### src/rtl/core/assert_macros.svh
// Assertion macros used by the RTL controller.
`ifndef ASSERT_MACROS_SVH
`define ASSERT_MACROS_SVH

// Property checked on every rising clock edge outside reset.
`define ASSERT_HOLDS(label, clk, rst, prop) \
  label: assert property (@(posedge clk) disable iff (rst) (prop)) \
    else $error("assertion failed");

// Condition in one cycle implies a consequence in the next.
`define ASSERT_NEXT(label, clk, rst, ante, cons) \
  label: assert property (@(posedge clk) disable iff (rst) (ante) |=> (cons)) \
    else $error("assertion failed");

`endif

### src/rtl/core/gdad_pkg.sv
// Types, constants and calendar helpers for the date add block.
`default_nettype none

package gdad_pkg;

  localparam int OFFSET_WIDTH_DEF = 21;

  localparam int YEAR_W  = 14;
  localparam int MONTH_W = 4;
  localparam int DAY_W   = 5;

  localparam int CYCLE_DAYS  = 146097;
  localparam int CYCLE_YEARS = 400;
  localparam int YEAR_MAX    = 9999;

  // Signed day count while walking months; holds +/- one 400-year cycle.
  localparam int WALK_W = 19;

  // Steps to reduce a 14-bit start year mod 400.
  localparam int MOD_STEPS = 6;

  localparam logic [MONTH_W-1:0] MONTH_JAN = 4'd1;
  localparam logic [MONTH_W-1:0] MONTH_DEC = 4'd12;
  localparam logic [MONTH_W-1:0] MONTH_FEB = 4'd2;
  localparam logic [MONTH_W-1:0] MONTH_APR = 4'd4;
  localparam logic [MONTH_W-1:0] MONTH_JUN = 4'd6;
  localparam logic [MONTH_W-1:0] MONTH_SEP = 4'd9;
  localparam logic [MONTH_W-1:0] MONTH_NOV = 4'd11;

  // Quotient bits of the cycle skip for a given offset width.
  function automatic int div_steps(input int w);
    return (w > 17) ? w - 16 : 1;
  endfunction

  // Width of the shifted cycle divisor.
  function automatic int div_width(input int w);
    return (w > 17) ? w + 2 : 19;
  endfunction

  // Signed width of the working year.
  function automatic int year_width(input int w);
    return ((w - 8 > 15) ? w - 8 : 15) + 2;
  endfunction

  function automatic int cnt_width(input int w);
    int n;
    n = (div_steps(w) > MOD_STEPS) ? div_steps(w) : MOD_STEPS;
    return $clog2(n);
  endfunction

  // 4/100/400 rule from the low year bits and the year mod 400.
  function automatic logic is_leap(input logic [1:0] ylo, input logic [8:0] ymod);
    logic century;
    century = (ymod == 9'd100) || (ymod == 9'd200) || (ymod == 9'd300);
    return ((ylo == 2'd0) && !century) || (ymod == 9'd0);
  endfunction

  function automatic logic [DAY_W-1:0] month_days(input logic leap,
                                                  input logic [MONTH_W-1:0] m);
    logic [DAY_W-1:0] len;
    case (m)
      MONTH_FEB: len = leap ? 5'd29 : 5'd28;
      MONTH_APR, MONTH_JUN, MONTH_SEP, MONTH_NOV: len = 5'd30;
      default: len = 5'd31;
    endcase
    return len;
  endfunction

  typedef enum logic [2:0] {
    ST_IDLE,
    ST_MOD,
    ST_DIV,
    ST_FIX,
    ST_WALK
  } gdad_state_t;

  typedef struct packed {
    logic load;
    logic mod_step;
    logic div_step;
    logic day_fix;
    logic walk_step;
    logic out_load;
  } gdad_cmd_t;

  typedef struct packed {
    logic walk_done;
  } gdad_status_t;

endpackage

`default_nettype wire

### src/rtl/core/gdad_dp.sv
// Datapath: cycle skip divider, year mod 400 reduction, month walker, output word.
`default_nettype none

module gdad_dp import gdad_pkg::*; #(
  parameter int OFFSET_WIDTH = OFFSET_WIDTH_DEF
) (
  input  wire                           clk,
  input  gdad_cmd_t                     cmd,
  output gdad_status_t                  status,
  input  wire                           action,
  input  wire        [YEAR_W-1:0]       start_year,
  input  wire        [MONTH_W-1:0]      start_month,
  input  wire        [DAY_W-1:0]        start_day,
  input  wire signed [OFFSET_WIDTH-1:0] day_offset,
  output logic       [YEAR_W-1:0]       result_year,
  output logic       [MONTH_W-1:0]      result_month,
  output logic       [DAY_W-1:0]        result_day,
  output logic                          out_of_range
);

  localparam int QB  = div_steps(OFFSET_WIDTH);
  localparam int DW  = div_width(OFFSET_WIDTH);
  localparam int ACW = DW + 1;
  localparam int YW  = year_width(OFFSET_WIDTH);

  localparam logic [DW-1:0]     DIV_INIT  = DW'(CYCLE_DAYS) << (QB - 1);
  localparam logic [YW-1:0]     YDEL_INIT = YW'(CYCLE_YEARS) << (QB - 1);
  localparam logic [YEAR_W-1:0] MSUB_INIT = YEAR_W'(CYCLE_YEARS) << (MOD_STEPS - 1);

  logic                     fwd;
  logic signed [ACW-1:0]    acc;
  logic        [DW-1:0]     divisor;
  logic        [YW-1:0]     ydel;
  logic signed [YW-1:0]     yr;
  logic        [YEAR_W-1:0] ymod;
  logic        [YEAR_W-1:0] msub;
  logic        [MONTH_W-1:0] mon;
  logic signed [WALK_W-1:0] day;

  // load
  logic                    neg;
  logic [OFFSET_WIDTH-1:0] off_u;
  logic [OFFSET_WIDTH-1:0] mag;
  logic                    fwd_in;
  logic signed [ACW-1:0]   mag_x;
  logic signed [ACW-1:0]   sd_x;
  logic [MONTH_W-1:0]      mon_in;

  assign off_u  = day_offset;
  assign neg    = off_u[OFFSET_WIDTH-1];
  assign mag    = neg ? (~off_u + 1'b1) : off_u;
  assign fwd_in = ~action ^ neg;
  assign mag_x  = $signed(ACW'(mag));
  assign sd_x   = $signed(ACW'(start_day));
  assign mon_in = (start_month == '0) ? MONTH_JAN :
                  (start_month > MONTH_DEC) ? MONTH_DEC : start_month;

  // cycle skip step
  logic signed [ACW-1:0] div_x;
  logic signed [ACW-1:0] acc_p1;
  logic signed [ACW-1:0] acc_neg;

  assign div_x   = $signed({1'b0, divisor});
  assign acc_p1  = acc + ACW'(1);
  assign acc_neg = -acc;

  // walk step
  logic [8:0] ym9;
  logic [8:0] ymod_prev;
  logic [8:0] ymod_succ;
  logic       leap_cur;
  logic       leap_prev;
  logic signed [WALK_W-1:0] ylen_cur;
  logic signed [WALK_W-1:0] ylen_prev;
  logic signed [WALK_W-1:0] mlen_cur;
  logic signed [WALK_W-1:0] mlen_back;
  logic       year_fwd;
  logic       year_back;
  logic       done;

  assign ym9       = ymod[8:0];
  assign ymod_prev = (ym9 == 9'd0) ? 9'(CYCLE_YEARS - 1) : ym9 - 9'd1;
  assign ymod_succ = (ym9 == 9'(CYCLE_YEARS - 1)) ? 9'd0 : ym9 + 9'd1;
  assign leap_cur  = is_leap(yr[1:0], ym9);
  assign leap_prev = is_leap(yr[1:0] - 2'd1, ymod_prev);
  assign ylen_cur  = leap_cur  ? WALK_W'(366) : WALK_W'(365);
  assign ylen_prev = leap_prev ? WALK_W'(366) : WALK_W'(365);
  assign mlen_cur  = $signed(WALK_W'(month_days(leap_cur, mon)));
  assign mlen_back = (mon == MONTH_JAN) ? WALK_W'(31) :
                     $signed(WALK_W'(month_days(leap_cur, mon - 4'd1)));

  // whole-year hops are only taken at January, where they equal twelve month steps
  assign year_fwd  = (mon == MONTH_JAN) && (day > ylen_cur);
  assign year_back = (mon == MONTH_JAN) && ((day + ylen_prev) < WALK_W'(1));
  assign done      = fwd ? !(day > mlen_cur) : !(day < WALK_W'(1));

  assign status.walk_done = done;

  always_ff @(posedge clk) begin
    if (cmd.load) begin
      fwd     <= fwd_in;
      acc     <= fwd_in ? (mag_x + sd_x - ACW'(1)) : (mag_x - sd_x);
      divisor <= DIV_INIT;
      ydel    <= YDEL_INIT;
      yr      <= $signed(YW'(start_year));
      ymod    <= start_year;
      msub    <= MSUB_INIT;
      mon     <= mon_in;
    end
    if (cmd.mod_step) begin
      if (ymod >= msub) begin
        ymod <= ymod - msub;
      end
      msub <= msub >> 1;
    end
    if (cmd.div_step) begin
      if (acc >= div_x) begin
        acc <= acc - div_x;
        yr  <= fwd ? (yr + $signed(ydel)) : (yr - $signed(ydel));
      end
      divisor <= divisor >> 1;
      ydel    <= ydel >> 1;
    end
    if (cmd.day_fix) begin
      day <= fwd ? acc_p1[WALK_W-1:0] : acc_neg[WALK_W-1:0];
    end
    if (cmd.walk_step && !done) begin
      if (fwd) begin
        if (year_fwd) begin
          day  <= day - ylen_cur;
          yr   <= yr + YW'(1);
          ymod <= YEAR_W'(ymod_succ);
        end else begin
          day <= day - mlen_cur;
          if (mon == MONTH_DEC) begin
            mon  <= MONTH_JAN;
            yr   <= yr + YW'(1);
            ymod <= YEAR_W'(ymod_succ);
          end else begin
            mon <= mon + 4'd1;
          end
        end
      end else begin
        if (year_back) begin
          day  <= day + ylen_prev;
          yr   <= yr - YW'(1);
          ymod <= YEAR_W'(ymod_prev);
        end else begin
          day <= day + mlen_back;
          if (mon == MONTH_JAN) begin
            mon  <= MONTH_DEC;
            yr   <= yr - YW'(1);
            ymod <= YEAR_W'(ymod_prev);
          end else begin
            mon <= mon - 4'd1;
          end
        end
      end
    end
    if (cmd.out_load) begin
      if (yr < YW'(1)) begin
        result_year  <= YEAR_W'(1);
        result_month <= MONTH_JAN;
        result_day   <= DAY_W'(1);
        out_of_range <= 1'b1;
      end else if (yr > YW'(YEAR_MAX)) begin
        result_year  <= YEAR_W'(YEAR_MAX);
        result_month <= MONTH_DEC;
        result_day   <= DAY_W'(31);
        out_of_range <= 1'b1;
      end else begin
        result_year  <= yr[YEAR_W-1:0];
        result_month <= mon;
        result_day   <= day[DAY_W-1:0];
        out_of_range <= 1'b0;
      end
    end
  end

endmodule

`default_nettype wire

### src/rtl/core/gdad_ctrl.sv
// Controller: sequences load, mod 400, cycle skip, walk and output word handoff.
`default_nettype none
`include "assert_macros.svh"

module gdad_ctrl import gdad_pkg::*; #(
  parameter int OFFSET_WIDTH = OFFSET_WIDTH_DEF
) (
  input  wire          clk,
  input  wire          rst,
  input  wire          in_valid,
  output logic         in_stall,
  output logic         out_valid,
  input  wire          out_stall,
  output gdad_cmd_t    cmd,
  input  gdad_status_t status
);

  localparam int QB = div_steps(OFFSET_WIDTH);
  localparam int CW = cnt_width(OFFSET_WIDTH);

  gdad_state_t   state;
  gdad_state_t   state_next;
  logic [CW-1:0] cnt;
  logic [CW-1:0] cnt_next;
  logic          out_free;

  assign out_free = !out_valid || !out_stall;

  always_ff @(posedge clk) begin
    if (rst) begin
      state     <= ST_IDLE;
      cnt       <= '0;
      out_valid <= 1'b0;
    end else begin
      state <= state_next;
      cnt   <= cnt_next;
      if (cmd.out_load) begin
        out_valid <= 1'b1;
      end else if (!out_stall) begin
        out_valid <= 1'b0;
      end
    end
  end

  always_comb begin
    state_next = state;
    cnt_next   = cnt;
    cmd        = '0;
    in_stall   = 1'b1;
    case (state)
      ST_IDLE: begin
        in_stall = 1'b0;
        if (in_valid) begin
          cmd.load   = 1'b1;
          cnt_next   = '0;
          state_next = ST_MOD;
        end
      end
      ST_MOD: begin
        cmd.mod_step = 1'b1;
        if (cnt == CW'(MOD_STEPS - 1)) begin
          cnt_next   = '0;
          state_next = ST_DIV;
        end else begin
          cnt_next = cnt + 1'b1;
        end
      end
      ST_DIV: begin
        cmd.div_step = 1'b1;
        if (cnt == CW'(QB - 1)) begin
          cnt_next   = '0;
          state_next = ST_FIX;
        end else begin
          cnt_next = cnt + 1'b1;
        end
      end
      ST_FIX: begin
        cmd.day_fix = 1'b1;
        state_next  = ST_WALK;
      end
      ST_WALK: begin
        if (!status.walk_done) begin
          cmd.walk_step = 1'b1;
        end else if (out_free) begin
          cmd.out_load = 1'b1;
          state_next   = ST_IDLE;
        end
      end
      default: begin
        state_next = ST_IDLE;
      end
    endcase
  end

  `ASSERT_NEXT(a_accept_starts_mod, clk, rst, in_valid && !in_stall,
               state == ST_MOD && cnt == '0)
  `ASSERT_HOLDS(a_load_only_when_free, clk, rst,
                !cmd.out_load || (out_free && status.walk_done))
  `ASSERT_HOLDS(a_one_datapath_op, clk, rst,
                $onehot0({cmd.load, cmd.mod_step, cmd.div_step, cmd.day_fix, cmd.walk_step}))
  `ASSERT_NEXT(a_taken_word_clears, clk, rst, out_valid && !out_stall && !cmd.out_load,
               !out_valid)

endmodule

`default_nettype wire

### src/rtl/core/gregorian_date_add_days_top.sv
// Top level of the Gregorian date plus/minus days block.
//
// Input channel: in_valid/in_stall carries one word (action, start date,
// signed day_offset). Output channel: out_valid/out_stall carries the
// resulting date and the out_of_range clamp flag, one word per input word.
// A negative offset flips the direction. Results outside years 1..9999 clamp
// to 0001-01-01 or 9999-12-31 with out_of_range set.
// Sequence: load, start year mod 400 reduction, cycle skip over Q quotient
// bits (Q = OFFSET_WIDTH-16, at least 1), day fix, then the walk, which
// takes one month step or one whole-year hop at January at a time until
// the day fits the month, then the output load.
// The walk loop sets the item time.
// One item is in flight at a time; in_stall is high from acceptance until
// the result is moved into the output register.
// The output register holds a word while out_stall is high; a finished
// result waits in the datapath until that register frees up, and the next
// input word may be accepted as soon as the result is handed over.
// rst is synchronous, active high: clears the controller and out_valid.
`default_nettype none

module gregorian_date_add_days_top import gdad_pkg::*; #(
  parameter int OFFSET_WIDTH = OFFSET_WIDTH_DEF
) (
  input  wire                           clk,
  input  wire                           rst,
  input  wire                           in_valid,
  output logic                          in_stall,
  input  wire                           action,
  input  wire        [YEAR_W-1:0]       start_year,
  input  wire        [MONTH_W-1:0]      start_month,
  input  wire        [DAY_W-1:0]        start_day,
  input  wire signed [OFFSET_WIDTH-1:0] day_offset,
  output logic                          out_valid,
  input  wire                           out_stall,
  output logic       [YEAR_W-1:0]       result_year,
  output logic       [MONTH_W-1:0]      result_month,
  output logic       [DAY_W-1:0]        result_day,
  output logic                          out_of_range
);

  gdad_cmd_t    cmd;
  gdad_status_t status;

  gdad_ctrl #(
    .OFFSET_WIDTH(OFFSET_WIDTH)
  ) u_ctrl (
    .clk      (clk),
    .rst      (rst),
    .in_valid (in_valid),
    .in_stall (in_stall),
    .out_valid(out_valid),
    .out_stall(out_stall),
    .cmd      (cmd),
    .status   (status)
  );

  gdad_dp #(
    .OFFSET_WIDTH(OFFSET_WIDTH)
  ) u_dp (
    .clk         (clk),
    .cmd         (cmd),
    .status      (status),
    .action      (action),
    .start_year  (start_year),
    .start_month (start_month),
    .start_day   (start_day),
    .day_offset  (day_offset),
    .result_year (result_year),
    .result_month(result_month),
    .result_day  (result_day),
    .out_of_range(out_of_range)
  );

endmodule

`default_nettype wire
### config.mk
export PLATFORM = sky130hd
export DESIGN_NAME = gregorian_date_add_days_top
export DESIGN_NICKNAME = d
export VERILOG_FILES = /design/src/rtl/core/gdad_pkg.sv /design/src/rtl/core/gdad_dp.sv /design/src/rtl/core/gdad_ctrl.sv /design/src/rtl/core/gregorian_date_add_days_top.sv
export VERILOG_INCLUDE_DIRS = /design/src /design/src/rtl/core
export SDC_FILE = /design/constraint.sdc
export NUM_CORES = 1
export LEC_CHECK = 0
export BUFFER_PORTS_ARGS = -buffer_cell sky130_fd_sc_hd__buf_4
export CAP_MARGIN = 20
export CORE_ASPECT_RATIO = 0.75
export CORE_MARGIN = 10
export CORE_UTILIZATION = 35
export DETAILED_ROUTE_END_ITERATION = 10
export MAX_ROUTING_LAYER = met4
export PLACE_DENSITY_LB_ADDON = 0.3
export SLEW_MARGIN = 20
export SYNTH_ARGS = -nofsm -noshare
export SYNTH_HDL_FRONTEND = slang
export SYNTH_SLANG_ARGS = --single-unit
### constraint.sdc
create_clock -name clk -period 9.6 [get_ports clk]
set_input_delay 2.88 -clock clk [delete_from_list [all_inputs] [get_ports clk]]
set_output_delay 2.88 -clock clk [all_outputs]
set_load 0.05 [all_outputs]
==> flow_summary.rst <==
.. list-table::
   :header-rows: 1

   * - Metric
     - Value
   * - Run status
     - finished, final reports clean
   * - Share of final-layout standard cells stronger than drive strength 1
     - 0.0830
   * - Cell with the biggest individual delay on the critical path
     - sky130_fd_sc_hd__a2111oi_0
   * - Count of buffers inserted at the top-level ports
     - 74
   * - Setup slack after placement
     - 1.72 ns
   * - Setup_tns
     - 0 ns
   * - Number of standard-cell rows in the floorplan
     - 66
   * - CTS tree
     - done
   * - Net count of the mapped netlist
     - 2171
   * - Power density over the cells
     - between 200 and 250 nW/um2
   * - Final estimated routing congestion in global placement
     - between 0.9 and 1
   * - Worst path required time
     - 9.99 ns
   * - Drt wl/cell
     - between 15 and 20 um
   * - Number of antenna violations at the first check in global routing
     - 0
   * - Static leakage power
     - 6.57 nW
   * - Final worst slack
     - approximately 2.1 ns
   * - Number of global-route vias before repair
     - 14400
   * - Critical Path Source Type
     - input port
   * - Number of hold-slack violations in the final timing report
     - 0
   * - Gr usage total
     - 0.187
   * - Stage delay of the slowest cell on the critical path
     - 0.56 ns
   * - Top post-synthesis cells by area
     - sky130_fd_sc_hd__edfxtp_1, sky130_fd_sc_hd__dfxtp_1, sky130_fd_sc_hd__ha_1, sky130_fd_sc_hd__xnor2_1, sky130_fd_sc_hd__nor2_1
   * - Count of final setup violators
     - 0
   * - Most used standard cells in the synthesized netlist
     - sky130_fd_sc_hd__nor2_1, sky130_fd_sc_hd__nand2_1, sky130_fd_sc_hd__o21ai_0, sky130_fd_sc_hd__a21oi_1, sky130_fd_sc_hd__clkbuf_1
   * - Post-Route Skew
     - 0.0104 ns
   * - Largest fanout on the critical path
     - 9
   * - Fin nets
     - 2160
   * - Maximum vdd ir drop
     - 105 uV
   * - Maximum number of pins on one net before global-route repair
     - 66
   * - Actual slew at the worst max-slew pin
     - 1.17 ns
   * - Worst-path clk slew
     - 0.07 ns
   * - Number of top-level pins
     - 75
   * - CP endpoint kind
     - register
   * - Critical path class
     - in2reg
   * - Post-synth cell types
     - 86
   * - Highest clock rate
     - 0.133 GHz
   * - Full die area
     - 53300 um2
   * - Normalized max-slew margin
     - 0.217
   * - Via Count
     - 15300
   * - Post-synthesis register bit count
     - 158
   * - EDFF count, synth
     - 91
   * - Synthesis-to-layout area growth
     - 9.91%
   * - DRC violation total after the first TritonRoute iteration
     - between 1500 and 2000
   * - Ys Warns
     - 0
   * - PnR Total Power
     - about 3.6 mW
   * - Count of instances resized after the clock tree is built
     - 0
   * - Kind of cell with the highest combined delay on the critical path
     - compound AO/OA/AOI/OAI gates
   * - Detailed Place HPWL
     - 37700 um
   * - Unrepaired setup endpoints after global routing
     - no
   * - Post-layout min period
     - 7.54 ns
   * - Most used flip-flop cell after synthesis
     - sky130_fd_sc_hd__edfxtp_1
   * - Hold buffers post-CTS
     - 0
   * - Asr flop ratio synth
     - 0
   * - Drt first pass iters
     - 6
   * - Fin area
     - 17100 um2
   * - Final hold slack
     - about 0.5 ns
   * - Number of levels the H-tree was split into
     - 4
   * - Remaining number of nets flagged by the antenna check after routing
     - 0
   * - Critical path, cell by cell
     - buf_4 > inv_1 > ha_1 > nand2_1 > o21ai_0 > inv_1 > fa_1 > o21bai_1 > a21oi_1 > o21bai_1 > o21a_1 > nand3_1 > or3b_2 > a2111oi_0 > o21ai_1 > o41a_1 > or3_1 > o21ai_0
   * - Data arrival time of the critical path
     - 7.93 ns
   * - Area share of the largest cell type after synthesis
     - 0.176
   * - Buffers from clock root to sink, at most
     - 2
   * - Final routed DRC violation total
     - 0
   * - Cell count after synthesis
     - 2022
   * - Average cell area after synthesis
     - 7.68 um2
   * - Die height
     - between 200 and 250 um
   * - Largest area contributor in the synthesized netlist
     - sky130_fd_sc_hd__edfxtp_1
   * - GRT overflow
     - 0
   * - Clock Sink Count
     - 158
   * - Die X-Extent
     - 263 um
   * - Cts bufs inserted
     - 17
   * - CTS root buf
     - sky130_fd_sc_hd__clkbuf_16
   * - Fraction of the yosys area taken by sequential cells
     - 0.262
   * - Starting density of the core
     - 0.356
   * - Most frequently used cell type in the post-synthesis netlist
     - sky130_fd_sc_hd__nor2_1
   * - Area of the core
     - 43600 um2
   * - Via density
     - 5.87
   * - Global-route wire length before repair
     - 80200 um
   * - Routed Wire Length
     - 50200 um
   * - Final slew viol count
     - 0
   * - Number of buffers and inverters on the critical path
     - 3
   * - Clock insertion delay at the later pin of the skew report
     - 0.45 ns
   * - Max-Cap Viols
     - 0
   * - Part of the cycle the worst path needs
     - 0.785
   * - Setup repair bufs after CTS
     - 0
   * - Hold Path Class
     - reg2reg
   * - Placed cell areas
     - 16500 um2
   * - Post-synthesis instance area
     - 15500 um2
==> tightest hold or removal path: cells and delay by family (launching register included) <==
family	cells	cell delay, ns
compound gates	1	0.07
buf+inv	1	0.09
flops	1	0.30
==> power by group <==
group          total (mW)  leakage [nW]  internal, mW  switching (mW)
sequential           1.11          1.39         0.870           0.236
combinational        1.85          4.90         0.749            1.10
clock               0.696         0.278         0.367           0.329
total                3.65          6.57          1.99            1.66
==> registers in the layout, summed over array words and instances (netlist names), 5 cells and up <==
register	cells
u_dp.divisor	22
u_dp.result_year	14
u_dp.yr	17
u_dp.ydel	12
u_dp.ymod	14
u_dp.acc	24
u_dp.result_day	5
u_dp.msub	14
u_dp.day	19
==> cell families after synthesis <==
family | Yosys count | synth area share
compound gates | 599 | 0.246
xor+xnor | 167 | 0.0942
fa+ha+maj | 100 | 0.0850
buf+inv | 230 | 0.0571
flops | 158 | 0.262
mux | 39 | 0.0264
simple gates | 729 | 0.229
==> final timing paths <==
| kind | start | endpoint | slack (ns) | cells past startpoint |
|---|---|---|---|---|
| max reg2reg | u_dp.ymod[2]$_DFF_P_ | u_dp.day[6]$_DFFE_PP_ | 2.44 | 22 |
| min reg2reg | u_dp.msub[13]$_SDFFE_PP0P_ | u_dp.msub[13]$_SDFFE_PP0P_ | 0.50 | 2 |
| max | day_offset[0] | u_dp.acc[21]$_DFF_P_ | 2.06 | 18 |
| min | u_dp.msub[13]$_SDFFE_PP0P_ | u_dp.msub[13]$_SDFFE_PP0P_ | 0.50 | 2 |
==> area by class of cell <==
type                    instances  area, um2
multi-input cells            1634      10600
clock inverters                14        151
fillers                      4526      26500
repair buffers                 95        713
diodes                          1       2.50
inverters                     105        394
flip-flops and latches        158       4070
clock buffers                  18        429
well taps                     578        723
==> metal layers <==
metal / share of wire / track usage
met5: 0 / -
met1: 0.49 / 0.263
met2: 0.43 / 0.273
met3: 0.066 / 0.0315
met4: 0.017 / 0.0436
==> cells in the final DEF (no fill, tap or decap), drive strengths merged, types with 12 or more instances in the layout <==
master    n
dfxtp    67
o22ai    19
mux2i    27
a211oi   19
buf      95
mux2     12
o21ai   160
nor3     57
a21boi   12
xnor2   107
o31ai    18
nor4     21
clkbuf   18
nand2   185
a21o     24
a21oi   148
and3     33
or4      14
nand3    67
nor2    213
nor2b    18
a22oi    20
ha       91
edfxtp   91
and2     18
o21a     15
or3      24
a31oi    36
nand4    24
xor2     60
o41ai    16
o211ai   21
inv     109
==> metrics by stage <==
stage,utilization,cells
floorplan,-,2022
CTS,0.391,2602
global placement,0.378,2570
detailed placement,0.378,2570
finish,0.391,2603
global route,0.391,2602
(Power assumes the default switching activity.)
